## src/design/bond_table_lru_assert.svh

```systemverilog
// ----------------------------------------------------------------------------
// bond table assertion macros
// shared concurrent assertion forms, synchronous active-low reset
// ----------------------------------------------------------------------------
`ifndef BOND_TABLE_LRU_ASSERT_SVH
`define BOND_TABLE_LRU_ASSERT_SVH

// same-cycle implication
`define BTL_ASSERT_NOW(label, clk, rst_n, ante, cons) \
  label: assert property (@(posedge clk) disable iff (!rst_n) (ante) |-> (cons)) \
    else $error("bond table check failed");

// next-cycle implication
`define BTL_ASSERT_NEXT(label, clk, rst_n, ante, cons) \
  label: assert property (@(posedge clk) disable iff (!rst_n) (ante) |=> (cons)) \
    else $error("bond table check failed");

`endif

```

## src/design/btl_pkg.sv

```systemverilog
// ----------------------------------------------------------------------------
// btl_pkg
// shared types and constants of the bond table
// ----------------------------------------------------------------------------
`default_nettype none

package btl_pkg;

  localparam int SLOTS  = 4;
  localparam int SLOT_W = (SLOTS > 1) ? $clog2(SLOTS) : 1;

  localparam int ACT_W   = 3;
  localparam int ATYPE_W = 4;
  localparam int ADDR_W  = 48;
  localparam int KEY_W   = 64;
  localparam int EDIV_W  = 16;
  localparam int RAND_W  = 64;
  localparam int KSIZE_W = 5;
  localparam int SEC_W   = 3;
  localparam int AGE_W   = 32;
  localparam int RSLOT_W = 2;
  localparam int COUNT_W = 3;

  typedef enum logic [ACT_W-1:0] {
    ACT_ADD     = 3'd0,
    ACT_REMOVE  = 3'd1,
    ACT_INFO    = 3'd2,
    ACT_ENC_SET = 3'd3,
    ACT_ENC_GET = 3'd4
  } action_t;

  typedef enum logic [2:0] {
    S_IDLE,
    S_SCAN,
    S_LAST,
    S_READ,
    S_MODIFY
  } state_t;

  // one stored table entry
  typedef struct packed {
    logic [ATYPE_W-1:0] atype;
    logic [ADDR_W-1:0]  addr;
    logic [KEY_W-1:0]   irk_high;
    logic [KEY_W-1:0]   irk_low;
    logic [KEY_W-1:0]   ltk_high;
    logic [KEY_W-1:0]   ltk_low;
    logic [RAND_W-1:0]  rnd;
    logic [EDIV_W-1:0]  ediv;
    logic [KSIZE_W-1:0] key_len;
    logic [SEC_W-1:0]   security;
    logic [AGE_W-1:0]   age;
  } entry_t;

  // captured request
  typedef struct packed {
    logic [ACT_W-1:0]   action;
    logic [2:0]         slot;
    logic [ATYPE_W-1:0] address_type;
    logic [ADDR_W-1:0]  device_address;
    logic [KEY_W-1:0]   key_high;
    logic [KEY_W-1:0]   key_low;
    logic               key_present;
    logic [EDIV_W-1:0]  ediv_value;
    logic [RAND_W-1:0]  random_value;
    logic               random_present;
    logic [KSIZE_W-1:0] key_len;
    logic [SEC_W-1:0]   security_flags;
  } req_t;

  // result transaction
  typedef struct packed {
    logic [RSLOT_W-1:0] result_slot;
    logic               entry_valid;
    logic [ATYPE_W-1:0] out_address_type;
    logic [ADDR_W-1:0]  out_address;
    logic [KEY_W-1:0]   out_key_high;
    logic [KEY_W-1:0]   out_key_low;
    logic [EDIV_W-1:0]  out_ediv;
    logic [RAND_W-1:0]  out_random;
    logic [KSIZE_W-1:0] out_key_len;
    logic [SEC_W-1:0]   out_security;
    logic [COUNT_W-1:0] bond_count;
  } res_t;

endpackage

`default_nettype wire

```

## src/design/btl_in_if.sv

```systemverilog
// ----------------------------------------------------------------------------
// btl_in_if
// request channel of the bond table: valid/ready plus request fields
// ----------------------------------------------------------------------------
`default_nettype none

interface btl_in_if;
  logic                          valid;
  logic                          ready;
  logic [btl_pkg::ACT_W-1:0]     action;
  logic [2:0]                    slot;
  logic [btl_pkg::ATYPE_W-1:0]   address_type;
  logic [btl_pkg::ADDR_W-1:0]    device_address;
  logic [btl_pkg::KEY_W-1:0]     key_high;
  logic [btl_pkg::KEY_W-1:0]     key_low;
  logic                          key_present;
  logic [btl_pkg::EDIV_W-1:0]    ediv_value;
  logic [btl_pkg::RAND_W-1:0]    random_value;
  logic                          random_present;
  logic [btl_pkg::KSIZE_W-1:0]   key_len;
  logic [btl_pkg::SEC_W-1:0]     security_flags;

  modport source (
    output valid, action, slot, address_type, device_address, key_high, key_low,
           key_present, ediv_value, random_value, random_present, key_len,
           security_flags,
    input  ready
  );

  modport sink (
    input  valid, action, slot, address_type, device_address, key_high, key_low,
           key_present, ediv_value, random_value, random_present, key_len,
           security_flags,
    output ready
  );
endinterface

`default_nettype wire

```

## src/design/btl_out_if.sv

```systemverilog
// ----------------------------------------------------------------------------
// btl_out_if
// result channel of the bond table: valid/ready plus result fields
// ----------------------------------------------------------------------------
`default_nettype none

interface btl_out_if;
  logic                          valid;
  logic                          ready;
  logic [btl_pkg::RSLOT_W-1:0]   result_slot;
  logic                          entry_valid;
  logic [btl_pkg::ATYPE_W-1:0]   out_address_type;
  logic [btl_pkg::ADDR_W-1:0]    out_address;
  logic [btl_pkg::KEY_W-1:0]     out_key_high;
  logic [btl_pkg::KEY_W-1:0]     out_key_low;
  logic [btl_pkg::EDIV_W-1:0]    out_ediv;
  logic [btl_pkg::RAND_W-1:0]    out_random;
  logic [btl_pkg::KSIZE_W-1:0]   out_key_len;
  logic [btl_pkg::SEC_W-1:0]     out_security;
  logic [btl_pkg::COUNT_W-1:0]   bond_count;

  modport source (
    output valid, result_slot, entry_valid, out_address_type, out_address,
           out_key_high, out_key_low, out_ediv, out_random, out_key_len,
           out_security, bond_count,
    input  ready
  );

  modport sink (
    input  valid, result_slot, entry_valid, out_address_type, out_address,
           out_key_high, out_key_low, out_ediv, out_random, out_key_len,
           out_security, bond_count,
    output ready
  );
endinterface

`default_nettype wire

```

## src/design/bond_table_lru.sv

```systemverilog
// ----------------------------------------------------------------------------
// bond_table_lru
// table of paired-device entries with least-recently-added replacement
// ----------------------------------------------------------------------------
// usage
//   in_ch  : request transactions (add, remove, info, encryption set/get),
//            taken when valid and ready are both high
//   out_ch : exactly one result transaction per request, same order
//   one request is worked at a time; in_ch.ready is high only while idle
//   steps: add does one read per slot through the single memory read port,
//   then one re-read of the chosen entry, and its write-back as the result
//   register is loaded; every other action reads, then modifies; remove and
//   encryption set write back in range, as the result register is loaded
//   a new request is taken only after the result of the last one is loaded
//   stall: a result waits in the output register; the next request is still
//   taken and worked up to write-back, then holds until the register frees
//   reset: valid marks, age counter and control clear at once; entry memory
//   is not swept, an entry is only ever observed after an add rewrote it
// ----------------------------------------------------------------------------
`default_nettype none

`include "bond_table_lru_assert.svh"

module bond_table_lru (
  input  wire logic clk,
  input  wire logic rst_n,
  btl_in_if.sink    in_ch,
  btl_out_if.source out_ch
);

  localparam int SW = btl_pkg::SLOT_W;

  // entry store: one read port with registered data, one write port
  btl_pkg::entry_t mem [btl_pkg::SLOTS];
  btl_pkg::entry_t rd_data_r;
  btl_pkg::entry_t wr_ent;
  logic            mem_re;
  logic            mem_we;
  logic [SW-1:0]   rd_idx;

  // control
  btl_pkg::state_t state_r, state_nxt;
  btl_pkg::req_t   req_r;
  logic [btl_pkg::SLOTS-1:0] valid_r, valid_nxt;
  logic [btl_pkg::AGE_W-1:0] seq_r;
  logic [SW-1:0]   scan_idx_r;
  logic [SW-1:0]   chk_idx_r;
  logic            chk_vld_r;
  logic [SW-1:0]   tgt_r, tgt;

  // scan results
  logic            hit_found_r, empty_found_r;
  logic [SW-1:0]   hit_idx_r, empty_idx_r, lru_idx_r;
  logic [btl_pkg::AGE_W-1:0] lru_age_r;

  // output register
  btl_pkg::res_t   res_r, res_nxt;
  logic            out_valid_r;

  logic in_fire, advance, in_range, scan_last;

  assign in_fire   = in_ch.valid && in_ch.ready;
  assign advance   = (state_r == btl_pkg::S_MODIFY) && (!out_valid_r || out_ch.ready);
  assign in_range  = int'(req_r.slot) < btl_pkg::SLOTS;
  assign scan_last = scan_idx_r == SW'(btl_pkg::SLOTS - 1);

  // target slot: scan outcome for add, request slot otherwise
  always_comb begin
    if (req_r.action == btl_pkg::ACT_ADD) begin
      priority if (hit_found_r) begin
        tgt = hit_idx_r;
      end else if (empty_found_r) begin
        tgt = empty_idx_r;
      end else begin
        tgt = lru_idx_r;
      end
    end else begin
      tgt = SW'(req_r.slot);
    end
  end

  // next state
  always_comb begin
    state_nxt = state_r;
    unique case (state_r)
      btl_pkg::S_IDLE: begin
        if (in_fire) begin
          state_nxt = (in_ch.action == btl_pkg::ACT_ADD) ? btl_pkg::S_SCAN
                                                         : btl_pkg::S_READ;
        end
      end
      btl_pkg::S_SCAN: begin
        if (scan_last) begin
          state_nxt = btl_pkg::S_LAST;
        end
      end
      btl_pkg::S_LAST:   state_nxt = btl_pkg::S_READ;
      btl_pkg::S_READ:   state_nxt = btl_pkg::S_MODIFY;
      btl_pkg::S_MODIFY: begin
        if (advance) begin
          state_nxt = btl_pkg::S_IDLE;
        end
      end
      default: state_nxt = btl_pkg::S_IDLE;
    endcase
  end

  // state outputs: handshake and memory read port
  always_comb begin
    in_ch.ready = 1'b0;
    mem_re      = 1'b0;
    rd_idx      = tgt;
    unique case (state_r)
      btl_pkg::S_IDLE: in_ch.ready = 1'b1;
      btl_pkg::S_SCAN: begin
        mem_re = 1'b1;
        rd_idx = scan_idx_r;
      end
      btl_pkg::S_READ: mem_re = 1'b1;
      btl_pkg::S_LAST, btl_pkg::S_MODIFY: ;
      default: ;
    endcase
  end

  // modify the read entry, build the result
  always_comb begin
    wr_ent    = rd_data_r;
    mem_we    = 1'b0;
    valid_nxt = valid_r;
    res_nxt   = '0;
    res_nxt.result_slot = btl_pkg::RSLOT_W'(req_r.slot);
    unique case (req_r.action)
      btl_pkg::ACT_ADD: begin
        if (!hit_found_r) begin
          // new or evicted entry starts clean
          wr_ent       = '0;
          wr_ent.atype = req_r.address_type;
          wr_ent.addr  = req_r.device_address;
        end
        wr_ent.age = seq_r;
        if (req_r.key_present) begin
          wr_ent.irk_high = req_r.key_high;
          wr_ent.irk_low  = req_r.key_low;
        end
        mem_we              = advance;
        valid_nxt[tgt_r]    = 1'b1;
        res_nxt.result_slot = btl_pkg::RSLOT_W'(tgt_r);
        res_nxt.entry_valid = 1'b1;
      end
      btl_pkg::ACT_REMOVE: begin
        if (in_range) begin
          wr_ent           = '0;
          mem_we           = advance;
          valid_nxt[tgt_r] = 1'b0;
        end
      end
      btl_pkg::ACT_INFO: begin
        if (in_range && valid_r[tgt_r]) begin
          res_nxt.entry_valid      = 1'b1;
          res_nxt.out_address_type = rd_data_r.atype;
          res_nxt.out_address      = rd_data_r.addr;
          res_nxt.out_key_high     = rd_data_r.irk_high;
          res_nxt.out_key_low      = rd_data_r.irk_low;
        end
      end
      btl_pkg::ACT_ENC_SET: begin
        if (in_range) begin
          wr_ent.ediv     = req_r.ediv_value;
          wr_ent.key_len  = req_r.key_len;
          wr_ent.security = req_r.security_flags;
          if (req_r.random_present) begin
            wr_ent.rnd = req_r.random_value;
          end
          if (req_r.key_present) begin
            wr_ent.ltk_high = req_r.key_high;
            wr_ent.ltk_low  = req_r.key_low;
          end
          mem_we              = advance;
          res_nxt.entry_valid = valid_r[tgt_r];
        end
      end
      btl_pkg::ACT_ENC_GET: begin
        if (in_range && valid_r[tgt_r]) begin
          res_nxt.entry_valid  = 1'b1;
          res_nxt.out_key_high = rd_data_r.ltk_high;
          res_nxt.out_key_low  = rd_data_r.ltk_low;
          res_nxt.out_ediv     = rd_data_r.ediv;
          res_nxt.out_random   = rd_data_r.rnd;
          res_nxt.out_key_len  = rd_data_r.key_len;
          res_nxt.out_security = rd_data_r.security;
        end
      end
      default: ;  // undefined codes change nothing, result holds only slot and count
    endcase
    res_nxt.bond_count = btl_pkg::COUNT_W'($countones(valid_nxt));
  end

  // entry memory
  always_ff @(posedge clk) begin
    if (mem_we) begin
      mem[tgt_r] <= wr_ent;
    end
    if (mem_re) begin
      rd_data_r <= mem[rd_idx];
    end
  end

  // control registers
  always_ff @(posedge clk) begin
    if (!rst_n) begin
      state_r     <= btl_pkg::S_IDLE;
      valid_r     <= '0;
      seq_r       <= '0;
      scan_idx_r  <= '0;
      chk_vld_r   <= 1'b0;
      out_valid_r <= 1'b0;
    end else begin
      state_r   <= state_nxt;
      chk_vld_r <= (state_r == btl_pkg::S_SCAN);
      if (in_fire && in_ch.action == btl_pkg::ACT_ADD) begin
        seq_r <= seq_r + btl_pkg::AGE_W'(1);
      end
      if (in_fire) begin
        scan_idx_r <= '0;
      end else if (state_r == btl_pkg::S_SCAN && !scan_last) begin
        scan_idx_r <= scan_idx_r + SW'(1);
      end
      if (advance) begin
        valid_r     <= valid_nxt;
        out_valid_r <= 1'b1;
      end else if (out_ch.ready) begin
        out_valid_r <= 1'b0;
      end
    end
  end

  // request capture, scan bookkeeping, result register
  always_ff @(posedge clk) begin
    chk_idx_r <= scan_idx_r;
    if (in_fire) begin
      req_r.action         <= in_ch.action;
      req_r.slot           <= in_ch.slot;
      req_r.address_type   <= in_ch.address_type;
      req_r.device_address <= in_ch.device_address;
      req_r.key_high       <= in_ch.key_high;
      req_r.key_low        <= in_ch.key_low;
      req_r.key_present    <= in_ch.key_present;
      req_r.ediv_value     <= in_ch.ediv_value;
      req_r.random_value   <= in_ch.random_value;
      req_r.random_present <= in_ch.random_present;
      req_r.key_len        <= in_ch.key_len;
      req_r.security_flags <= in_ch.security_flags;
      hit_found_r          <= 1'b0;
      empty_found_r        <= 1'b0;
    end else if (chk_vld_r) begin
      // first matching entry
      if (!hit_found_r && valid_r[chk_idx_r] &&
          rd_data_r.atype == req_r.address_type &&
          rd_data_r.addr == req_r.device_address) begin
        hit_found_r <= 1'b1;
        hit_idx_r   <= chk_idx_r;
      end
      // first empty slot
      if (!empty_found_r && !valid_r[chk_idx_r]) begin
        empty_found_r <= 1'b1;
        empty_idx_r   <= chk_idx_r;
      end
      // oldest entry, ties stay at the lower index
      if (chk_idx_r == '0 || rd_data_r.age < lru_age_r) begin
        lru_idx_r <= chk_idx_r;
        lru_age_r <= rd_data_r.age;
      end
    end
    if (state_r == btl_pkg::S_READ) begin
      tgt_r <= tgt;
    end
    if (advance) begin
      res_r <= res_nxt;
    end
  end

  assign out_ch.valid            = out_valid_r;
  assign out_ch.result_slot      = res_r.result_slot;
  assign out_ch.entry_valid      = res_r.entry_valid;
  assign out_ch.out_address_type = res_r.out_address_type;
  assign out_ch.out_address      = res_r.out_address;
  assign out_ch.out_key_high     = res_r.out_key_high;
  assign out_ch.out_key_low      = res_r.out_key_low;
  assign out_ch.out_ediv         = res_r.out_ediv;
  assign out_ch.out_random       = res_r.out_random;
  assign out_ch.out_key_len      = res_r.out_key_len;
  assign out_ch.out_security     = res_r.out_security;
  assign out_ch.bond_count       = res_r.bond_count;

  // a write-back always comes with a result landing in the output register
  `BTL_ASSERT_NEXT(a_wb_gives_result, clk, rst_n, mem_we, out_valid_r)
  // the age counter moves only on an accepted add
  `BTL_ASSERT_NEXT(a_seq_only_on_add, clk, rst_n,
    !(in_fire && in_ch.action == btl_pkg::ACT_ADD), $stable(seq_r))
  // reported count agrees with the valid marks it was taken from
  `BTL_ASSERT_NEXT(a_count_matches, clk, rst_n, advance,
    res_r.bond_count == btl_pkg::COUNT_W'($countones(valid_r)))
  // memory is never written outside the write-back step
  `BTL_ASSERT_NOW(a_we_in_modify, clk, rst_n, mem_we,
    state_r == btl_pkg::S_MODIFY)

endmodule

`default_nettype wire
```

## src/flat_wrapper.sv

```systemverilog
// flat-port wrapper written by rule: the top's interface ports become plain ports
module bond_table_lru_flat 
  (clk, rst_n, in_ch_valid, in_ch_action, in_ch_slot, in_ch_address_type, in_ch_device_address, in_ch_key_high, in_ch_key_low, in_ch_key_present, in_ch_ediv_value, in_ch_random_value, in_ch_random_present, in_ch_key_len, in_ch_security_flags, in_ch_ready, out_ch_valid, out_ch_result_slot, out_ch_entry_valid, out_ch_out_address_type, out_ch_out_address, out_ch_out_key_high, out_ch_out_key_low, out_ch_out_ediv, out_ch_out_random, out_ch_out_key_len, out_ch_out_security, out_ch_bond_count, out_ch_ready);
  btl_in_if in_ch_i ();
  btl_out_if out_ch_i ();
  input  wire logic clk;
  input  wire logic rst_n;
  input wire logic [$bits(in_ch_i.valid)-1:0] in_ch_valid;
  input wire logic [$bits(in_ch_i.action)-1:0] in_ch_action;
  input wire logic [$bits(in_ch_i.slot)-1:0] in_ch_slot;
  input wire logic [$bits(in_ch_i.address_type)-1:0] in_ch_address_type;
  input wire logic [$bits(in_ch_i.device_address)-1:0] in_ch_device_address;
  input wire logic [$bits(in_ch_i.key_high)-1:0] in_ch_key_high;
  input wire logic [$bits(in_ch_i.key_low)-1:0] in_ch_key_low;
  input wire logic [$bits(in_ch_i.key_present)-1:0] in_ch_key_present;
  input wire logic [$bits(in_ch_i.ediv_value)-1:0] in_ch_ediv_value;
  input wire logic [$bits(in_ch_i.random_value)-1:0] in_ch_random_value;
  input wire logic [$bits(in_ch_i.random_present)-1:0] in_ch_random_present;
  input wire logic [$bits(in_ch_i.key_len)-1:0] in_ch_key_len;
  input wire logic [$bits(in_ch_i.security_flags)-1:0] in_ch_security_flags;
  output wire logic [$bits(in_ch_i.ready)-1:0] in_ch_ready;
  output wire logic [$bits(out_ch_i.valid)-1:0] out_ch_valid;
  output wire logic [$bits(out_ch_i.result_slot)-1:0] out_ch_result_slot;
  output wire logic [$bits(out_ch_i.entry_valid)-1:0] out_ch_entry_valid;
  output wire logic [$bits(out_ch_i.out_address_type)-1:0] out_ch_out_address_type;
  output wire logic [$bits(out_ch_i.out_address)-1:0] out_ch_out_address;
  output wire logic [$bits(out_ch_i.out_key_high)-1:0] out_ch_out_key_high;
  output wire logic [$bits(out_ch_i.out_key_low)-1:0] out_ch_out_key_low;
  output wire logic [$bits(out_ch_i.out_ediv)-1:0] out_ch_out_ediv;
  output wire logic [$bits(out_ch_i.out_random)-1:0] out_ch_out_random;
  output wire logic [$bits(out_ch_i.out_key_len)-1:0] out_ch_out_key_len;
  output wire logic [$bits(out_ch_i.out_security)-1:0] out_ch_out_security;
  output wire logic [$bits(out_ch_i.bond_count)-1:0] out_ch_bond_count;
  input wire logic [$bits(out_ch_i.ready)-1:0] out_ch_ready;
  assign in_ch_i.valid = in_ch_valid;
  assign in_ch_i.action = in_ch_action;
  assign in_ch_i.slot = in_ch_slot;
  assign in_ch_i.address_type = in_ch_address_type;
  assign in_ch_i.device_address = in_ch_device_address;
  assign in_ch_i.key_high = in_ch_key_high;
  assign in_ch_i.key_low = in_ch_key_low;
  assign in_ch_i.key_present = in_ch_key_present;
  assign in_ch_i.ediv_value = in_ch_ediv_value;
  assign in_ch_i.random_value = in_ch_random_value;
  assign in_ch_i.random_present = in_ch_random_present;
  assign in_ch_i.key_len = in_ch_key_len;
  assign in_ch_i.security_flags = in_ch_security_flags;
  assign in_ch_ready = in_ch_i.ready;
  assign out_ch_valid = out_ch_i.valid;
  assign out_ch_result_slot = out_ch_i.result_slot;
  assign out_ch_entry_valid = out_ch_i.entry_valid;
  assign out_ch_out_address_type = out_ch_i.out_address_type;
  assign out_ch_out_address = out_ch_i.out_address;
  assign out_ch_out_key_high = out_ch_i.out_key_high;
  assign out_ch_out_key_low = out_ch_i.out_key_low;
  assign out_ch_out_ediv = out_ch_i.out_ediv;
  assign out_ch_out_random = out_ch_i.out_random;
  assign out_ch_out_key_len = out_ch_i.out_key_len;
  assign out_ch_out_security = out_ch_i.out_security;
  assign out_ch_bond_count = out_ch_i.bond_count;
  assign out_ch_i.ready = out_ch_ready;
  bond_table_lru u_core (.clk(clk), .rst_n(rst_n), .in_ch(in_ch_i), .out_ch(out_ch_i));
endmodule
```

## config.mk

```make
export PLATFORM = sky130hd
export DESIGN_NAME = bond_table_lru_flat
export DESIGN_NICKNAME = d
export VERILOG_FILES = /design/src/design/btl_pkg.sv /design/src/design/btl_in_if.sv /design/src/design/btl_out_if.sv /design/src/design/bond_table_lru.sv /design/src/flat_wrapper.sv
export VERILOG_INCLUDE_DIRS = /design/src /design/src/design
export SDC_FILE = /design/constraint.sdc
export NUM_CORES = 2
export LEC_CHECK = 0
export BUFFER_PORTS_ARGS = -buffer_cell sky130_fd_sc_hd__clkbuf_2
export CORE_MARGIN = 3
export CORE_UTILIZATION = 61
export CTS_CLUSTER_DIAMETER = 30
export DETAILED_ROUTE_END_ITERATION = 6
export GPL_TIMING_DRIVEN = 0
export PLACE_DENSITY = 0.82
export SYNTH_ARGS = -nofsm -noshare
export SYNTH_HDL_FRONTEND = slang
export SYNTH_SLANG_ARGS = --single-unit
export TNS_END_PERCENT = 50
```

## constraint.sdc

```tcl
create_clock -name clk -period 70.9 [get_ports clk]
set_input_delay 10.635 -clock clk [delete_from_list [all_inputs] [get_ports clk]]
set_output_delay 10.635 -clock clk [all_outputs]
set_load 0.005 [all_outputs]
```

==> metrics <==
run status=finished with violations; violated checks=DRC; share of the synthesized area in compound gates (AO/OA/AOI/OAI)=10.6%; sort of element at the end of the critical path=flop; worst r2r src=u_core.state_r[0]; maxcap violations=0; final wirelength=321000 microns; share of total power in combinational logic=8.6%; routed len/inst=30.6 microns; final-report hold violation count=0; number of antenna violations at the first check in global routing=33; clock buffers created by TritonCTS=471; proportion of register bits with asynchronous set or reset after synthesis=0%; dominant combinational cell family by area after synthesis=compound AO/OA/AOI/OAI gates; most used cells in the layout excluding fill and tap cells=edfxtp_1, nand2_1, clkbuf_2; multiplexer area fraction after synthesis=0.0839%; number of remaining DRC errors=14; startpoint type of the worst setup path=input pin; VDD IR-drop max=0.0000306 V; CP required=71.58 ns; data arrival time of the critical path=14.15 ns; synthesis-to-finish area growth=23.9%; number of port buffers=555; fraction of power consumed by sequential logic=41.3%; count of warnings emitted by yosys=0; type of the most critical hold path=flop to flop; post-cts gate resize count=0; Main synth FF type=edfxtp_1; Clock H-tree levels=5; commonest non-fill, non-tap cell in the layout=edfxtp_1; portion of the post-synthesis area used by sequential elements=79.4%; pre-CTS setup slack=56.55 ns; antenna viol nets, final=0; Int Power=3.55 mW; switching part of the total=24.8%; total count of max-transition violations in the final report=0; total negative setup slack=0 ns; hold buffer count at CTS=0; endpoint with the worst hold slack=u_core.chk_idx_r[1]; Max Clock Freq=74.3 MHz; gp weighted congestion=0.915; worst hold stages=0; fraction of synthesized cell area taken by the top area cell type=78.5%; biggest area consumer among synthesized cells=edfxtp_1; final cycle utilization of the critical path=19.0%; clock-pin slew reported for the worst setup and hold paths after clock tree synthesis=0.06 ns; number of optimization iterations in the first detailed-route pass=7; Static Leak=46.9 nW; global-route wire length before repair=461000 microns; die outline area=0.176 sq mm; pin count of the biggest net entering global routing=121; Post-Synth Adder-Cell Area=0.451%; total non-filler cell area in the finished layout=0.129 sq mm; skew final=0.0589 ns; source-to-sink clock delay at the later pin of the worst-skew pair=1.01 ns; width of the die=420 microns; post-DR vias/cell=6.79; CTS tree=built; power density over cell area=36.5 mW/mm^2; Detailed Route Iter0 Violations=11100; HPWL after DPL=188000 microns; Avg Synthesized Cell Area=15.7 sq um; slack of the critical path=57.43 ns; core region area=0.170 sq mm; via count=71300; # setup viols final=0; largest fanout on the critical path=10; cell area after placement=0.113 sq mm; chip height=420 microns; remaining global-route overflow=0; r2r endpoint=u_core.rd_data_r[313]; unrepaired setup endpoints after global routing=false; Clock power frac=50.2%; Cell Rows=151; Max Root-Sink Buffers=4; fin nets=8176; starting density of the core=61.5%; pin slew with the least headroom to its limit=1.49 ns; hold wc startpoint=u_core.scan_idx_r[1]; setup bufs post-CTS=0; Net Sw Power=1.17 mW; Net Count, Synth=6952; synthesized-area fraction occupied by xor and xnor cells=0.562%; post-synthesis instance area=0.104 sq mm; count of mapped cells out of synthesis=6635; final critical delay including setup and external delays=13.47 ns; clock tree root driver cell=clkbuf_16; fraction of final layout cells with drive strength greater than 1=20.3%; count of flip-flops with a built-in enable after synthesis=2730; count of state elements after synthesis=2777; count of different cell masters after synthesis=59; number of ports placed on the die boundary=556; CTS sink count=2777; reg2reg setup slack=65.92 ns; global router's overall resource usage=35.8%; largest cells by area after synthesis=edfxtp_1, nand2_1, a22o_1, a32oi_1, a21oi_1; Slew HR=0.910%; vias in the first global route=71600; total power consumption of the routed design=4.72 mW; Worst Reg2Reg Path Length in Cells=10; simple-gate portion of the synthesized area=6.99%; critical path class=input pin to flop
==> routing by layer <==
metal	share of wire, %	global-route usage (%)	vias to the layer above
met5	0.016	0	-
met4	8.2	25.3	8
met3	12	8.71	1461
met2	47	56.7	6945
met1	32	43.5	34600
li1	-	-	28300
==> critical path, cell delays in order <==
cell and delay [ns]:
clkbuf_2 0.08, nor2b_1 0.10, nor2_4 0.34, nand2_1 0.26, nor3_2 0.83, buf_6 0.29
buf_6 0.18, buf_6 0.18, buf_6 0.17, buf_6 0.18, buf_8 0.17, buf_8 0.16
buf_6 0.19, buf_8 0.18, buf_8 0.16
==> per-stage QoR <==
stage / hold slack [ns] / instances / utilization (%)
final: 0.408 / 10500 / 76.2
after global routing: 0.412 / 10500 / 76.2
after CTS: 0.400 / 10500 / 76.2
after detailed placement: 0.385 / 9603 / 66.5
after global placement: 0.372 / 9408 / 64.8
after floorplan: 0.364 / 6635 / -
==> cells by family after synthesis <==
logic type / count (synthesis)
xor gates and xnor gates: 67
muxes: 6
buffers and inverters: 495
adders and majority gates: 37
and+or+nand+nor: 1758
DFF: 2777
AOI/OAI and AO/OA: 1495
==> synth_stat cells, drive strengths merged (22+ instances only) <==
cell,n
a21oi,450
a22o,485
a32oi,428
and2,165
buf,142
clkbuf,296
dfxtp,47
edfxtp,2730
ha,36
inv,57
nand2,1460
nand4,22
nor2,28
o21ai,90
xnor2,31
xor2,36
==> sequential cells by signal, indices dropped and copies added (netlist names), 3 cells and up <==
signal	flops
u_core.out_ch.out_address	48
u_core.state_r	3
u_core.out_ch.out_address_type	4
u_core.out_ch.out_key_len	5
u_core.valid_r	4
u_core.lru_age_r	32
u_core.out_ch.out_random	64
u_core.seq_r	32
u_core.rd_data_r	428
u_core.out_ch.out_key_high	64
u_core.mem	1712
u_core.req_r	276
u_core.out_ch.out_security	3
u_core.out_ch.out_ediv	16
u_core.out_ch.bond_count	3
u_core.out_ch.out_key_low	64
==> final cells by class <==
cell class,count,area [sq um]
fill,8421,40300
clock buffer,516,12100
tap,2218,2780
multi-input combinational,3363,19500
buffer,438,1800
antenna,25,62.6
inverter,57,221
sequential,2777,82900
clock inverter,349,4420
timing repair buffer,751,5560
==> how the worst max path moves through the flow <==
stage | from | endpoint | slack [ns] | cells after the start
after floorplan | out_ch_ready | u_core.mem[1][0] | 13.37 | 4
after global placement | out_ch_ready | u_core.mem[1][304] | -21.20 | 5
after detailed placement | out_ch_ready | u_core.mem[0][337] | 56.55 | 15
after CTS | out_ch_ready | u_core.mem[0][209] | 57.51 | 15
after global routing | out_ch_ready | u_core.mem[0][209] | 57.30 | 15
final | out_ch_ready | u_core.mem[0][208] | 57.43 | 15
==> power by group through the flow <==
stage | Clock, mW | Combinational (mW) | Sequential (mW)
2_1_floorplan | 0 | 0.227 | 1.97
3_3_place_gp | 0 | 0.348 | 1.99
3_5_place_dp | 0 | 0.373 | 1.97
4_1_cts | 2.37 | 0.391 | 1.95
5_1_grt | 2.44 | 0.422 | 1.95
6_report | 2.37 | 0.405 | 1.95
Power figures use the tool's default switching activity.
